File: config.mk
export PLATFORM = sky130hd
export DESIGN_NAME = pcir_sqrt
export DESIGN_NICKNAME = d
export VERILOG_FILES = /design/src/rtl/core/pcir_sqrt.sv
export SDC_FILE = /design/constraint.sdc
export NUM_CORES = 2
export LEC_CHECK = 0
export BUFFER_PORTS_ARGS = -buffer_cell sky130_fd_sc_hd__buf_4
export CORE_UTILIZATION = 60
export CTS_BUF_LIST = sky130_fd_sc_hd__clkbuf_16
export CTS_CLUSTER_SIZE = 30
export DETAILED_ROUTE_END_ITERATION = 7
export HOLD_SLACK_MARGIN = 0.05
export PLACE_DENSITY_LB_ADDON = 0.2
export SLEW_MARGIN = 20
export SYNTH_ARGS = -nofsm -noshare
export SYNTH_HDL_FRONTEND = slang
export SYNTH_MEMORY_MAX_BITS = 65536
export SYNTH_SLANG_ARGS = --single-unit
File: constraint.sdc
create_clock -name i_clk -period 7.2 [get_ports i_clk]
set_input_delay 1.08 -clock i_clk [delete_from_list [all_inputs] [get_ports i_clk]]
set_output_delay 1.08 -clock i_clk [all_outputs]
set_load 0.1 [all_outputs]
File: src/rtl/core/pcir_sqrt.sv
`timescale 1ns / 1ps
// ----------------------------------------------------------------------------
// Pipelined integer square root
// Floor square root of a 64-bit value, one root bit per register stage.
// ----------------------------------------------------------------------------
module pcir_sqrt (
    input  logic        i_clk,
    input  logic [63:0] i_val,
    output logic [31:0] o_root
);
    localparam int unsigned STEPS = 32;
    localparam int unsigned REM_W = 34;

    logic [63:0]      r_x    [STEPS];
    logic [REM_W-1:0] r_rem  [STEPS];
    logic [31:0]      r_root [STEPS];

    for (genvar g = 0; g < STEPS; g++) begin : g_step
        logic [63:0]      x_in;
        logic [REM_W-1:0] rem_in;
        logic [31:0]      root_in;
        logic [REM_W+1:0] t;
        logic [REM_W+1:0] trial;
        logic             ge;

        if (g == 0) begin : g_first
            assign x_in    = i_val;
            assign rem_in  = '0;
            assign root_in = '0;
        end else begin : g_rest
            assign x_in    = r_x[g-1];
            assign rem_in  = r_rem[g-1];
            assign root_in = r_root[g-1];
        end

        // Bring down the next pair of bits and try appending a one to the root.
        assign t     = {rem_in, x_in[63:62]};
        assign trial = {2'b00, root_in, 2'b01};
        assign ge    = (t >= trial);

        always_ff @(posedge i_clk) begin
            r_x[g]    <= {x_in[61:0], 2'b00};
            r_rem[g]  <= ge ? REM_W'(t - trial) : t[REM_W-1:0];
            r_root[g] <= {root_in[30:0], ge};
        end
    end

    assign o_root = r_root[STEPS-1];

endmodule

* Word level (Yosys, flattened, before mapping) *
Memory sizes are Yosys's and may differ from the RTL's.
Index checks and enable logic that the tools add are counted.

word-level totals
  bits of input ports = 65
  memories kept = 3
  latch bits = 0
  flip-flop bits (word level) = 0
  output and inout port bits = 32
  memory bits (read-only) = 0
  word-level logic and storage cells = 99
  memory bits (writable) = 4096

memories
  memory  depth  width  rd ports  clocked after memory_dff  write ports  RTL line  RTL
  r_x     32     62     31        0                         32           14        logic [63:0] r_x [STEPS];
  r_rem   32     34     31        0                         32           15        logic [REM_W-1:0] r_rem [STEPS];
  r_root  32     32     32        0                         32           16        logic [31:0] r_root [STEPS];

operators by class
  bitwise operators = 0
  reductions and logical operators = 0
  equal/unequal tests = 0
  div/mod/pow operators = 0
  mux-type cells = 32
  add/subtract/negate cells = 32
  $mul = 0
  order comparisons = 32
  shift-type cells = 0

operator list
  cell                                                 number
  >= comparator 36 x 34 -> 1 bit                       31
  two-way mux 34 bit                                   32
  subtractor 34 bit                                    31
  subtractor 2 x 1 -> 3 bit, second input constant     1
  >= comparator 2 x 1 -> 1 bit, second input constant  1

* Longest topological paths before layout *
An unclocked memory read counts as a cell.

  depth in word-level cells = 3
  gate-level depth with buffers = 14
  mapped depth without buffers = 13

* Worst setup path after synthesis *
No wires, ideal clock.

  kind = reg-to-reg
  from = memory r_rem[9][12], in the netlist r_rem[0][318]
  to = memory r_rem[10][17], in the netlist r_rem[0][357]
  stages on the path, launching flop included = 12
  period minus slack after synthesis = 3.588 ns
  slack = 3.612 ns
  data required time = 7.066 ns
  library setup time = 0.134 ns
  arrival = 3.454 ns
  buffers on the path = 1
  cell sequence = dfxtp_1 > or4_1 > or4_1 > buf_2 > or4_1 > or3_1 > or3_1 > a211oi_2 > inv_2 > nand3b_4 > nor4_1 > xor2_1

RTL lines
  item             RTL line
  start, declared  15

==> out/results.ini <==
[routing]
drt_iter0_drc=3919
wire_per_inst_um=17.00
vias=63254
drc_errors=0
drtAntennaViolNets=0
dr.pass1.iters=6
viasPerCell=5.470
routed_wirelength_um=196500

[sta]
maxSlewViolCount=0
fin_ws_ns=2.574
fin_crit_sh_pct=64.26
max_clock_freq_ghz=0.2162
final.setup.tns_ns=0
period_minus_slack_ns=4.626
setup_viol=0
max_slew_margin_pct=26.14
hold_violations=0
tightest_slew_ns=1.080
fin_skew_ns=0.06267
rsz0062_at_grt=false

[power_and_ir_drop]
p_sw_uw=10250
sw_frac_of_total_pct=28.43
p_clk_share_pct=34.3
pwr-share-comb_pct=15.8
p_seq_share_pct=49.9
peakVddDrop_mv=0.2928
power_density_nw_per_um2=349.1
leakage_uw=0.04850
intPower_uw=25810

[synth]
yosysTopAreaCell=dfxtp_1
ys_seq_area_share_pct=54.53
ys_ff_latch=2523
synth_ff_type=dfxtp_1
synth_common_cells=dfxtp_1, inv_1, nand2_1, a21oi_1, ha_1
yosysMostFrequentCell=dfxtp_1
async_flop_share_pct=0
synth_top_area_share_pct=54.53
synth_edf_count=0
synth.cell_area_um2=92620
synthTopCellsByArea=dfxtp_1, ha_1, xor2_1, xnor2_1, a21oi_1
ys_warn_count=0
synthDistinctLibCells=83
syn_nets=9807
netlist_instances=9180
synth.avg_cell_area_um2=10.09

[flow_run]
cap_violations=0

[placed_design]
placed_cell_area_um2=95390
pre_cts_slack_ns=2.544
place_congestion=0.9076
hpwl_um=145900
port_buffers=96

[clock_network]
h-tree-depth=4
cts_hold_buf=0
clk_latency_ns=0.87
cts_tree=yes
path_clk_slew_ns=0.06
post_cts_buffers=0
cts-buffers-inserted=232
post_cts_resized=0
cts_root_buf=clkbuf_16
max-clock-path-buffers=3
cts.sinks=2523

[die]
die_width_um=394.9
ios=97
coreArea_um2=152600
start_util_pct=60.69
die_area_um2=156000
die_h_um=394.9
fp-row-count=143

[critical_path]
path_class=register to register
worstPathRequired_ns=7.92
path_max_fanout=20
start_kind=register
rr_endpoint=r_rem[0][357]$_DFF_P_
r2r-start=r_rem[0][318]$_DFF_P_
r2r_setup_slack_ns=2.57
crit_arrival_ns=5.35
ff2ff_path_depth=10
critPathCaptureType=register

[layout]
final_nets=9963
stdcell_area_um2=103300
layout-drive-gt1-share_pct=6.381
regArea_um2=50510
fillers=11615
multiInputGateArea_um2=38830
area_delta_synth_final_pct=11.54

[worst_hold_path]
hold-path-cell-count=1
hold_path_class=input pin to register
hold_path_end=r_x[0][11]$_DFF_P_
hp-start=i_val[11]

[global_routing]
grt_max_degree=64
grt_first_pass_wirelength_um=318100
antenna_found_initial=3
grt.overflow.total=0
grt_use_total_pct=24.96
grt_pass1_vias=62467

[run_status]
status=finished clean

## worst max path at each step
stage                          start               endpoint  slack, ns  depth (start not counted)
3_5_place_dp   r_rem[0][318]$_DFF_P_  r_rem[0][365]$_DFF_P_       2.54                         10
2_1_floorplan  r_rem[0][318]$_DFF_P_  r_rem[0][357]$_DFF_P_       3.61                         11
5_1_grt        r_rem[0][318]$_DFF_P_  r_rem[0][369]$_DFF_P_       2.26                         10
4_1_cts        r_rem[0][318]$_DFF_P_  r_rem[0][365]$_DFF_P_       2.54                         10
6_report       r_rem[0][318]$_DFF_P_  r_rem[0][357]$_DFF_P_       2.57                         10
3_3_place_gp   r_rem[0][318]$_DFF_P_  r_rem[0][365]$_DFF_P_       2.56                         10
## routing by layer
| metal | vias up | global-route usage, % | part of all wire [%] |
|---|---|---|---|
| li1 | 31745 | - | - |
| met1 | 29680 | 31.09 | 43 |
| met2 | 1418 | 44.41 | 50 |
| met3 | 411 | 3.308 | 4.4 |
| met4 | 0 | 8.119 | 3.0 |
| met5 | - | 0 | 0 |
## cells by family (layout without fill, tap and decap cells)
family                     count (synthesis)  in the layout  synth area share (%)
adders and majority gates                562            562                 7.592
DFF                                     2523           2523                 54.53
buffers and inverters                    897           1246                 3.649
and+or+nand+nor                         2360           2360                 12.58
AOI/OAI and AO/OA                       1905           1905                 12.65
other                                      1              5              0.004049
xor gates and xnor gates                 861            861                 8.142
muxes                                     71             71                0.8510
## layout make-up
class,instances,area share (%)
Timing Repair Buffer,116,0.8429
Antenna cell,4,0.009688
Clock buffer,233,5.643
Sequential cell,2523,48.89
Clock inverter,194,2.021
Tap cell,2030,2.458
Inverter,703,2.554
Multi-Input combinational cell,5760,37.58
## critical path, cell delays in order, from the launching register on
cell	delay [ns]
dfxtp_1	0.35
or4_1	0.58
or4_1	0.67
or4_1	0.58
or3_1	0.42
or3_1	0.42
a211oi_2	0.84
inv_2	0.20
nand3b_4	0.21
nor4_1	0.07
xor2_1	0.15
## through the flow
stage / hold slack (ns) / instances / util [%] / total power (uW)
after floorplan: 0.3096 / 9180 / - / 22100
after detailed placement: 0.3121 / 11132 / 62.50 / 23900
after global routing: 0.2520 / 11559 / 67.69 / 37910
after global placement: 0.3096 / 11132 / 62.50 / 23760
after CTS: 0.2417 / 11559 / 67.69 / 36340
final: 0.3024 / 11563 / 67.70 / 36070
## cells in the final DEF, fill, tap and decap left out, types with 227 or more instances in the layout
| cell type | n |
|---|---|
| dfxtp_1 | 2523 |
| inv_1 | 737 |
| nand2_1 | 643 |
| a21oi_1 | 579 |
| ha_1 | 562 |
| nor2_1 | 539 |
| o21ai_0 | 532 |
| xor2_1 | 438 |
| xnor2_1 | 423 |
| clkbuf_16 | 233 |
| a21o_1 | 227 |
## power by group through the flow
stage                     clock [uW]  sequential (uW)  combinational [uW]
after global routing           13300            18300                6370
after global placement             0            18300                5510
after detailed placement           0            18300                5620
after CTS                      12700            18000                5680
after floorplan                    0            17700                4440
final                          12400            18000                5680
## sequential cells by signal, summed over array words and instances, names as in the netlist
register  cells
r_rem      1003
r_root      528
r_x         992
Power figures use the tool's default switching activity.
