`src/rtl/core/pcir_pkg.sv`:
```
`timescale 1ns / 1ps
// ----------------------------------------------------------------------------
// Pair collision resolver package
// Shared payload types, widths, constants and the Q16.16 saturation helper.
// ----------------------------------------------------------------------------
package pcir_pkg;

    localparam int unsigned CFG_W    = 17;
    localparam int unsigned NORM_QW  = 31;  // quotient bits of a normal component
    localparam int unsigned DIST_W   = 32;  // bits of the centre distance
    localparam int unsigned SHARE_QW = 24;  // quotient bits of a mass share

    localparam logic [CFG_W-1:0] RESTITUTION_RESET = 17'd52429;
    localparam logic [15:0]      PUSH_FRAC         = 16'd52429;  // 0.8 in Q0.16

    typedef struct packed {
        logic signed [31:0] first_pos_x;
        logic signed [31:0] first_pos_y;
        logic signed [31:0] first_vel_x;
        logic signed [31:0] first_vel_y;
        logic [30:0]        first_radius;
        logic [30:0]        first_mass;
        logic signed [31:0] second_pos_x;
        logic signed [31:0] second_pos_y;
        logic signed [31:0] second_vel_x;
        logic signed [31:0] second_vel_y;
        logic [30:0]        second_radius;
        logic [30:0]        second_mass;
    } t_pair_in;

    typedef struct packed {
        logic               contact;
        logic               resolved;
        logic signed [31:0] new_first_pos_x;
        logic signed [31:0] new_first_pos_y;
        logic signed [31:0] new_first_vel_x;
        logic signed [31:0] new_first_vel_y;
        logic signed [31:0] new_second_pos_x;
        logic signed [31:0] new_second_pos_y;
        logic signed [31:0] new_second_vel_x;
        logic signed [31:0] new_second_vel_y;
    } t_pair_out;

    // Clamp a widened sum to the signed 32-bit Q16.16 range.
    function automatic logic signed [31:0] sat_q16(input logic signed [36:0] v);
        logic signed [31:0] r;
        if (v > 37'sd2147483647) begin
            r = 32'sh7FFFFFFF;
        end else if (v < -37'sd2147483648) begin
            r = 32'sh80000000;
        end else begin
            r = v[31:0];
        end
        return r;
    endfunction

endpackage

```
`src/rtl/core/pcir_div.sv`:
```
`timescale 1ns / 1ps
// ----------------------------------------------------------------------------
// Pipelined restoring divider
// One quotient bit per register stage; the divisor travels along and is
// available at the output, aligned with the quotient.
// ----------------------------------------------------------------------------
module pcir_div #(
    parameter int unsigned QW = pcir_pkg::NORM_QW,
    parameter int unsigned DW = pcir_pkg::DIST_W
) (
    input  logic          i_clk,
    input  logic [DW-1:0] i_rem,   // upper dividend bits, below the divisor
    input  logic [QW-1:0] i_low,   // lower dividend bits, shifted in msb first
    input  logic [DW-1:0] i_div,
    output logic [QW-1:0] o_quo,
    output logic [DW-1:0] o_div
);
    logic [DW-1:0] r_rem [QW];
    logic [QW-1:0] r_low [QW];
    logic [QW-1:0] r_quo [QW];
    logic [DW-1:0] r_dsr [QW];

    for (genvar g = 0; g < QW; g++) begin : g_step
        logic [DW-1:0] rem_in;
        logic [DW-1:0] dsr_in;
        logic [QW-1:0] low_in;
        logic [QW-1:0] quo_in;
        logic [DW:0]   t;
        logic          ge;

        if (g == 0) begin : g_first
            assign rem_in = i_rem;
            assign dsr_in = i_div;
            assign low_in = i_low;
            assign quo_in = '0;
        end else begin : g_rest
            assign rem_in = r_rem[g-1];
            assign dsr_in = r_dsr[g-1];
            assign low_in = r_low[g-1];
            assign quo_in = r_quo[g-1];
        end

        assign t  = {rem_in, low_in[QW-1]};
        assign ge = (t >= {1'b0, dsr_in});

        always_ff @(posedge i_clk) begin
            r_rem[g] <= ge ? DW'(t - {1'b0, dsr_in}) : t[DW-1:0];
            r_low[g] <= {low_in[QW-2:0], 1'b0};
            r_quo[g] <= {quo_in[QW-2:0], ge};
            r_dsr[g] <= dsr_in;
        end
    end

    assign o_quo = r_quo[QW-1];
    assign o_div = r_dsr[QW-1];

endmodule

```
`config.mk`:
```
export PLATFORM = sky130hd
export DESIGN_NAME = pcir_div
export DESIGN_NICKNAME = d
export VERILOG_FILES = /design/src/rtl/core/pcir_pkg.sv /design/src/rtl/core/pcir_div.sv
export SDC_FILE = /design/constraint.sdc
export NUM_CORES = 2
export LEC_CHECK = 0
export BUFFER_PORTS_ARGS = -buffer_cell sky130_fd_sc_hd__buf_2
export CAP_MARGIN = 10
export CORE_UTILIZATION = 40
export DETAILED_ROUTE_END_ITERATION = 10
export GPL_TIMING_DRIVEN = 0
export HOLD_SLACK_MARGIN = 0.03
export PLACE_DENSITY = 0.62
export SETUP_SLACK_MARGIN = 0.1
export SLEW_MARGIN = 0
export SYNTH_ARGS = -nofsm -noshare
export SYNTH_HDL_FRONTEND = slang
export SYNTH_SLANG_ARGS = --single-unit
export TNS_END_PERCENT = 1
```
`constraint.sdc`:
```
create_clock -name i_clk -period 8.85 [get_ports i_clk]
set_input_delay 1.77 -clock i_clk [delete_from_list [all_inputs] [get_ports i_clk]]
set_output_delay 1.77 -clock i_clk [all_outputs]
set_load 0.005 [all_outputs]
```
### Word level (Yosys, flattened, before mapping)

Memory sizes are Yosys's and may differ from the RTL's.
Cells that the tools add are included.

| storage, ports and cells | value |
|---|---|
| output and inout bits | 63 |
| bits in registers | 0 |
| logic and storage cells | 97 |
| bits in writable memories | 3,875 |
| memories kept | 4 |
| bits of input ports | 96 |

Memories:

| name | words | bits a word | read ports | clocked after memory_dff | write ports | RTL line | source |
|---|---|---|---|---|---|---|---|
| r_dsr | 31 | 32 | 31 | 0 | 31 | pcir_div.sv:21 | `logic [DW-1:0] r_dsr [QW];` |
| r_rem | 31 | 32 | 30 | 0 | 31 | pcir_div.sv:18 | `logic [DW-1:0] r_rem [QW];` |
| r_quo | 31 | 31 | 31 | 0 | 31 | pcir_div.sv:20 | `logic [QW-1:0] r_quo [QW];` |
| r_low | 31 | 30 | 30 | 0 | 31 | pcir_div.sv:19 | `logic [QW-1:0] r_low [QW];` |

| cells by class | value |
|---|---|
| multiplexer cells | 31 |
| $lt $le $gt $ge | 31 |
| add/sub/neg operators | 31 |

Operators by type and width:

| kind | number |
|---|---|
| $ge 33x32->1 | 31 |
| $mux 32 | 31 |
| $sub 32x32->32 | 31 |

### Logic depth before layout (Yosys ltp)

An unclocked memory read counts as a cell.

| depth | value |
|---|---|
| depth in word-level cells | 3 |
| mapped depth | 15 |
| gate-level depth less buffers | 13 |

### Worst setup path before layout

OpenSTA, ideal clock, no wires.

| path | value |
|---|---|
| path kind | input port to flip-flop |
| start point | input port i_low[30] |
| end point | memory r_rem[0][28] (netlist name) |
| data required time | 8.776 ns |
| setup slack | 4.759 ns |
| library setup time | 0.074 ns |
| cell stages on the path | 13 |
| arrival time | 4.017 ns |
| buffers on the path | 0 |
| cell sequence | inv_1 ha_1 fa_1 nor2b_1 o31a_1 o21bai_1 a211oi_1 o21ai_0 a31oi_1 a31o_2 a21boi_0 xor2_1 o21ai_0 |

RTL lines:

| element | RTL line | source |
|---|---|---|
| start: declaration | pcir_div.sv:13 | `input logic [QW-1:0] i_low,` |
| end: declaration | pcir_div.sv:18 |  |

==> results.ini <==
[status]
outcome=complete, no violations

[cts]
insertion_delay_ns=0.92
path_clk_slew_ns=0.06
cts_tree=done
cts_hold_buf=0
cts_buffer_depth=4
cts_inserted_buffers=319
cts_setup_buffers=0
htree_levels=5
ctsResizeCount=0
root_buffer=clkbuf_16
cts_sinks=2913

[finish]
fin_area_sq_mm=0.139
drive_above_1_share=0.102
final_cell_mix=2913 x dfxtp_1, 1254 x inv_1, 992 x ha_1
syn2layout_area_growth_pct=14.0
final_common_cell=dfxtp_1
nets=14000

[drt]
dr.pass1.iters=6
wirelength_mm=300
avgRoutedWirePerCell_um=17.6
postRouteAntennaNets=0
drc=0
viasPerCell=5.04
drt_first_iter_violations=5527
vias=86100

[synth]
synth-edff-count=0
yosysUniqueCellTypes=96
yosys_warnings=0
synth_area_sq_mm=0.122
ys_ff_latch=2913
async_flop_share=0
ys_seq_area_frac=0.479
yosys_most_used_dff=dfxtp_1
syn-num-nets=13500
syn_area_per_cell_sq_um=9.85
synth_cells=12400

[timing]
worst_pin_slew_ns=1.17
post-route-period-util=0.529
relSlewSlack=0.211
timing.final.hold_violations=0
clock_skew_ns=0.0641
setup_violations=0
fin_crit_ns=4.68
rsz0062_at_grt=false
maxSlewViolCount=0
fmaxAchievable_mhz=214
setup_tns_ns=0

[placement]
hpwl_mm=235
finalWeightedCongestion=0.962
io_buffers=158
dpl_cell_area_sq_mm=0.128

[global_routing]
track_usage=0.190
grt_max_degree=15
grt_pass1_vias=83000
grt_overflow_total=0
grt_pass1_wl_mm=464
antenna_found_initial=10

[setup_path]
criticalPathCategory=reg -> reg
cp_data_arrival_time_ns=5.46
crit_slowest_cell=a2111oi_4
crit_path_end_kind=register
r2r_start=r_dsr[1][198]$_DFF_P_
r2r_setup_slack_ns=4.17
start_kind=register
reg2reg_depth=12
crit_chain=inv_1, ha_1, a211oi_1, o21bai_1, a22oi_1, and3_1, o21ai_1, a31oi_1, o41ai_1, a2111oi_4, clkbuf_1, mux2i_1
critical-path-max-stage-delay_ns=0.83
cp_max_fo=10
timing.rr.end=r_rem[1][224]$_DFF_P_
critPathRequiredTime_ns=9.63

[power_and_ir_drop]
clockPowerShare=0.224
pwr-share-comb=0.460
p_seq_frac=0.316
switching_share=0.382
power_density_mw_per_mm2=444
p_leak_nw=63.6
ir_worst_vdd_mv=0.234
switchingPower_mw=23.6
power.internal_mw=38.1

[flow_run]
drv_cap=0

[floorplanning]
dieArea_sq_mm=0.307
initial_core_util=0.402
die_w_um=554
dieHeight_um=554
core_area_sq_mm=0.303
row_count=202
io_pins=159

[min_path]
holdPathStages=0
min_from=r_low[16][22]$_DFF_P_
whs_endpoint=r_low[17][23]$_DFF_P_
hp-class=reg -> reg

==> cells in the mapped netlist, drive strengths merged, types with 134 or more instances <==
cell type  instances  area (sq um)
dfxtp           2913         58300
inv             1254          4710
ha               992         12400
a21oi            886          4440
nand2            815          3060
o21ai            773          3880
nor2             553          2080
mux2             502          5950
xnor2            481          4210
a21o             457          3430
xor2             307          2690
clkbuf           204           767
nand3            204          1020
nand4            164          1030
o21a             156          1170
nor2b            152           951
o21bai           136          1020
nor3             134           671
==> power by group through the flow <==
stage	clock, mW	combinational [mW]	sequential, mW
final	13.8	28.4	19.5
after global routing	14.8	31.4	19.9
after CTS	14.3	28.3	19.5
after detailed placement	0	28.0	19.8
after global placement	0	28.0	19.8
after floorplan	0	21.7	18.6
==> critical path: cells and delay by family, from the launching register on <==
family | cells | cell delay, ns
adders and majority gates | 1 | 0.36
AOI/OAI and AO/OA | 7 | 2.45
and+or+nand+nor | 1 | 0.21
muxes | 1 | 0.45
buffers and inverters | 2 | 0.63
DFF | 1 | 0.43
==> logic make-up (layout without fill, tap and decap cells) <==
family / Yosys count / after routing / share of synthesized area
compound gates: 3100 / 3100 / 0.161
xor+xnor: 788 / 788 / 0.0566
fa+ha+maj: 1022 / 1022 / 0.107
buf+inv: 1534 / 2270 / 0.0484
flops: 2913 / 2913 / 0.479
mux: 537 / 537 / 0.0517
other cells: 0 / 5 / 0
simple gates: 2478 / 2478 / 0.0969
==> cell type report <==
class / instances / area, sq um
plain buffers: 279 / 1190
fillers: 28800 / 164000
inverters: 1255 / 4710
flip-flops and latches: 2913 / 58300
clock inverters: 156 / 2150
repair buffers: 160 / 803
well taps: 3978 / 4980
clock buffers: 420 / 9060
diodes: 5 / 12.5
multi-input cells: 7925 / 57600
==> sequential cells by signal, summed over array words and instances (netlist names) <==
signal	cells
r_low	465
r_quo	496
r_dsr	992
r_rem	960
==> layer usage <==
| metal | track usage | share of wire | wire length, um |
|---|---|---|---|
| met4 | 0.0727 | 0.039 | 11700 |
| met3 | 0.0205 | 0.039 | 11700 |
| met2 | 0.329 | 0.47 | 142000 |
| met1 | 0.241 | 0.45 | 134000 |
| met5 | 0 | 0.000043 | 13 |
==> metrics by stage <==
| stage | total power [mW] | cells | hold slack (ns) | utilization | setup WS (ns) |
|---|---|---|---|---|---|
| 2_1_floorplan | 40.3 | 12400 | 0.310 | - | 4.76 |
| 3_3_place_gp | 47.8 | 16500 | 0.310 | 0.421 | 3.52 |
| 3_5_place_dp | 47.8 | 16500 | 0.312 | 0.421 | 3.54 |
| 4_1_cts | 62.1 | 17100 | 0.283 | 0.458 | 4.09 |
| 5_1_grt | 66.1 | 17100 | 0.291 | 0.458 | 3.93 |
| 6_report | 61.7 | 17100 | 0.272 | 0.458 | 4.17 |
==> worst max path at each step <==
stage,startpoint,end,slack (ns),cells after the start
after floorplan,i_low[30],r_rem[0][28]$_DFF_P_,4.76,13
after global placement,i_div[6],r_rem[0][25]$_DFF_P_,3.52,15
after detailed placement,i_div[6],r_rem[0][25]$_DFF_P_,3.54,15
after CTS,r_dsr[1][198]$_DFF_P_,r_rem[1][224]$_DFF_P_,4.09,12
after global routing,r_dsr[1][204]$_DFF_P_,r_rem[1][224]$_DFF_P_,3.93,13
final,r_dsr[1][198]$_DFF_P_,r_rem[1][224]$_DFF_P_,4.17,12
(Power assumes the default switching activity.)
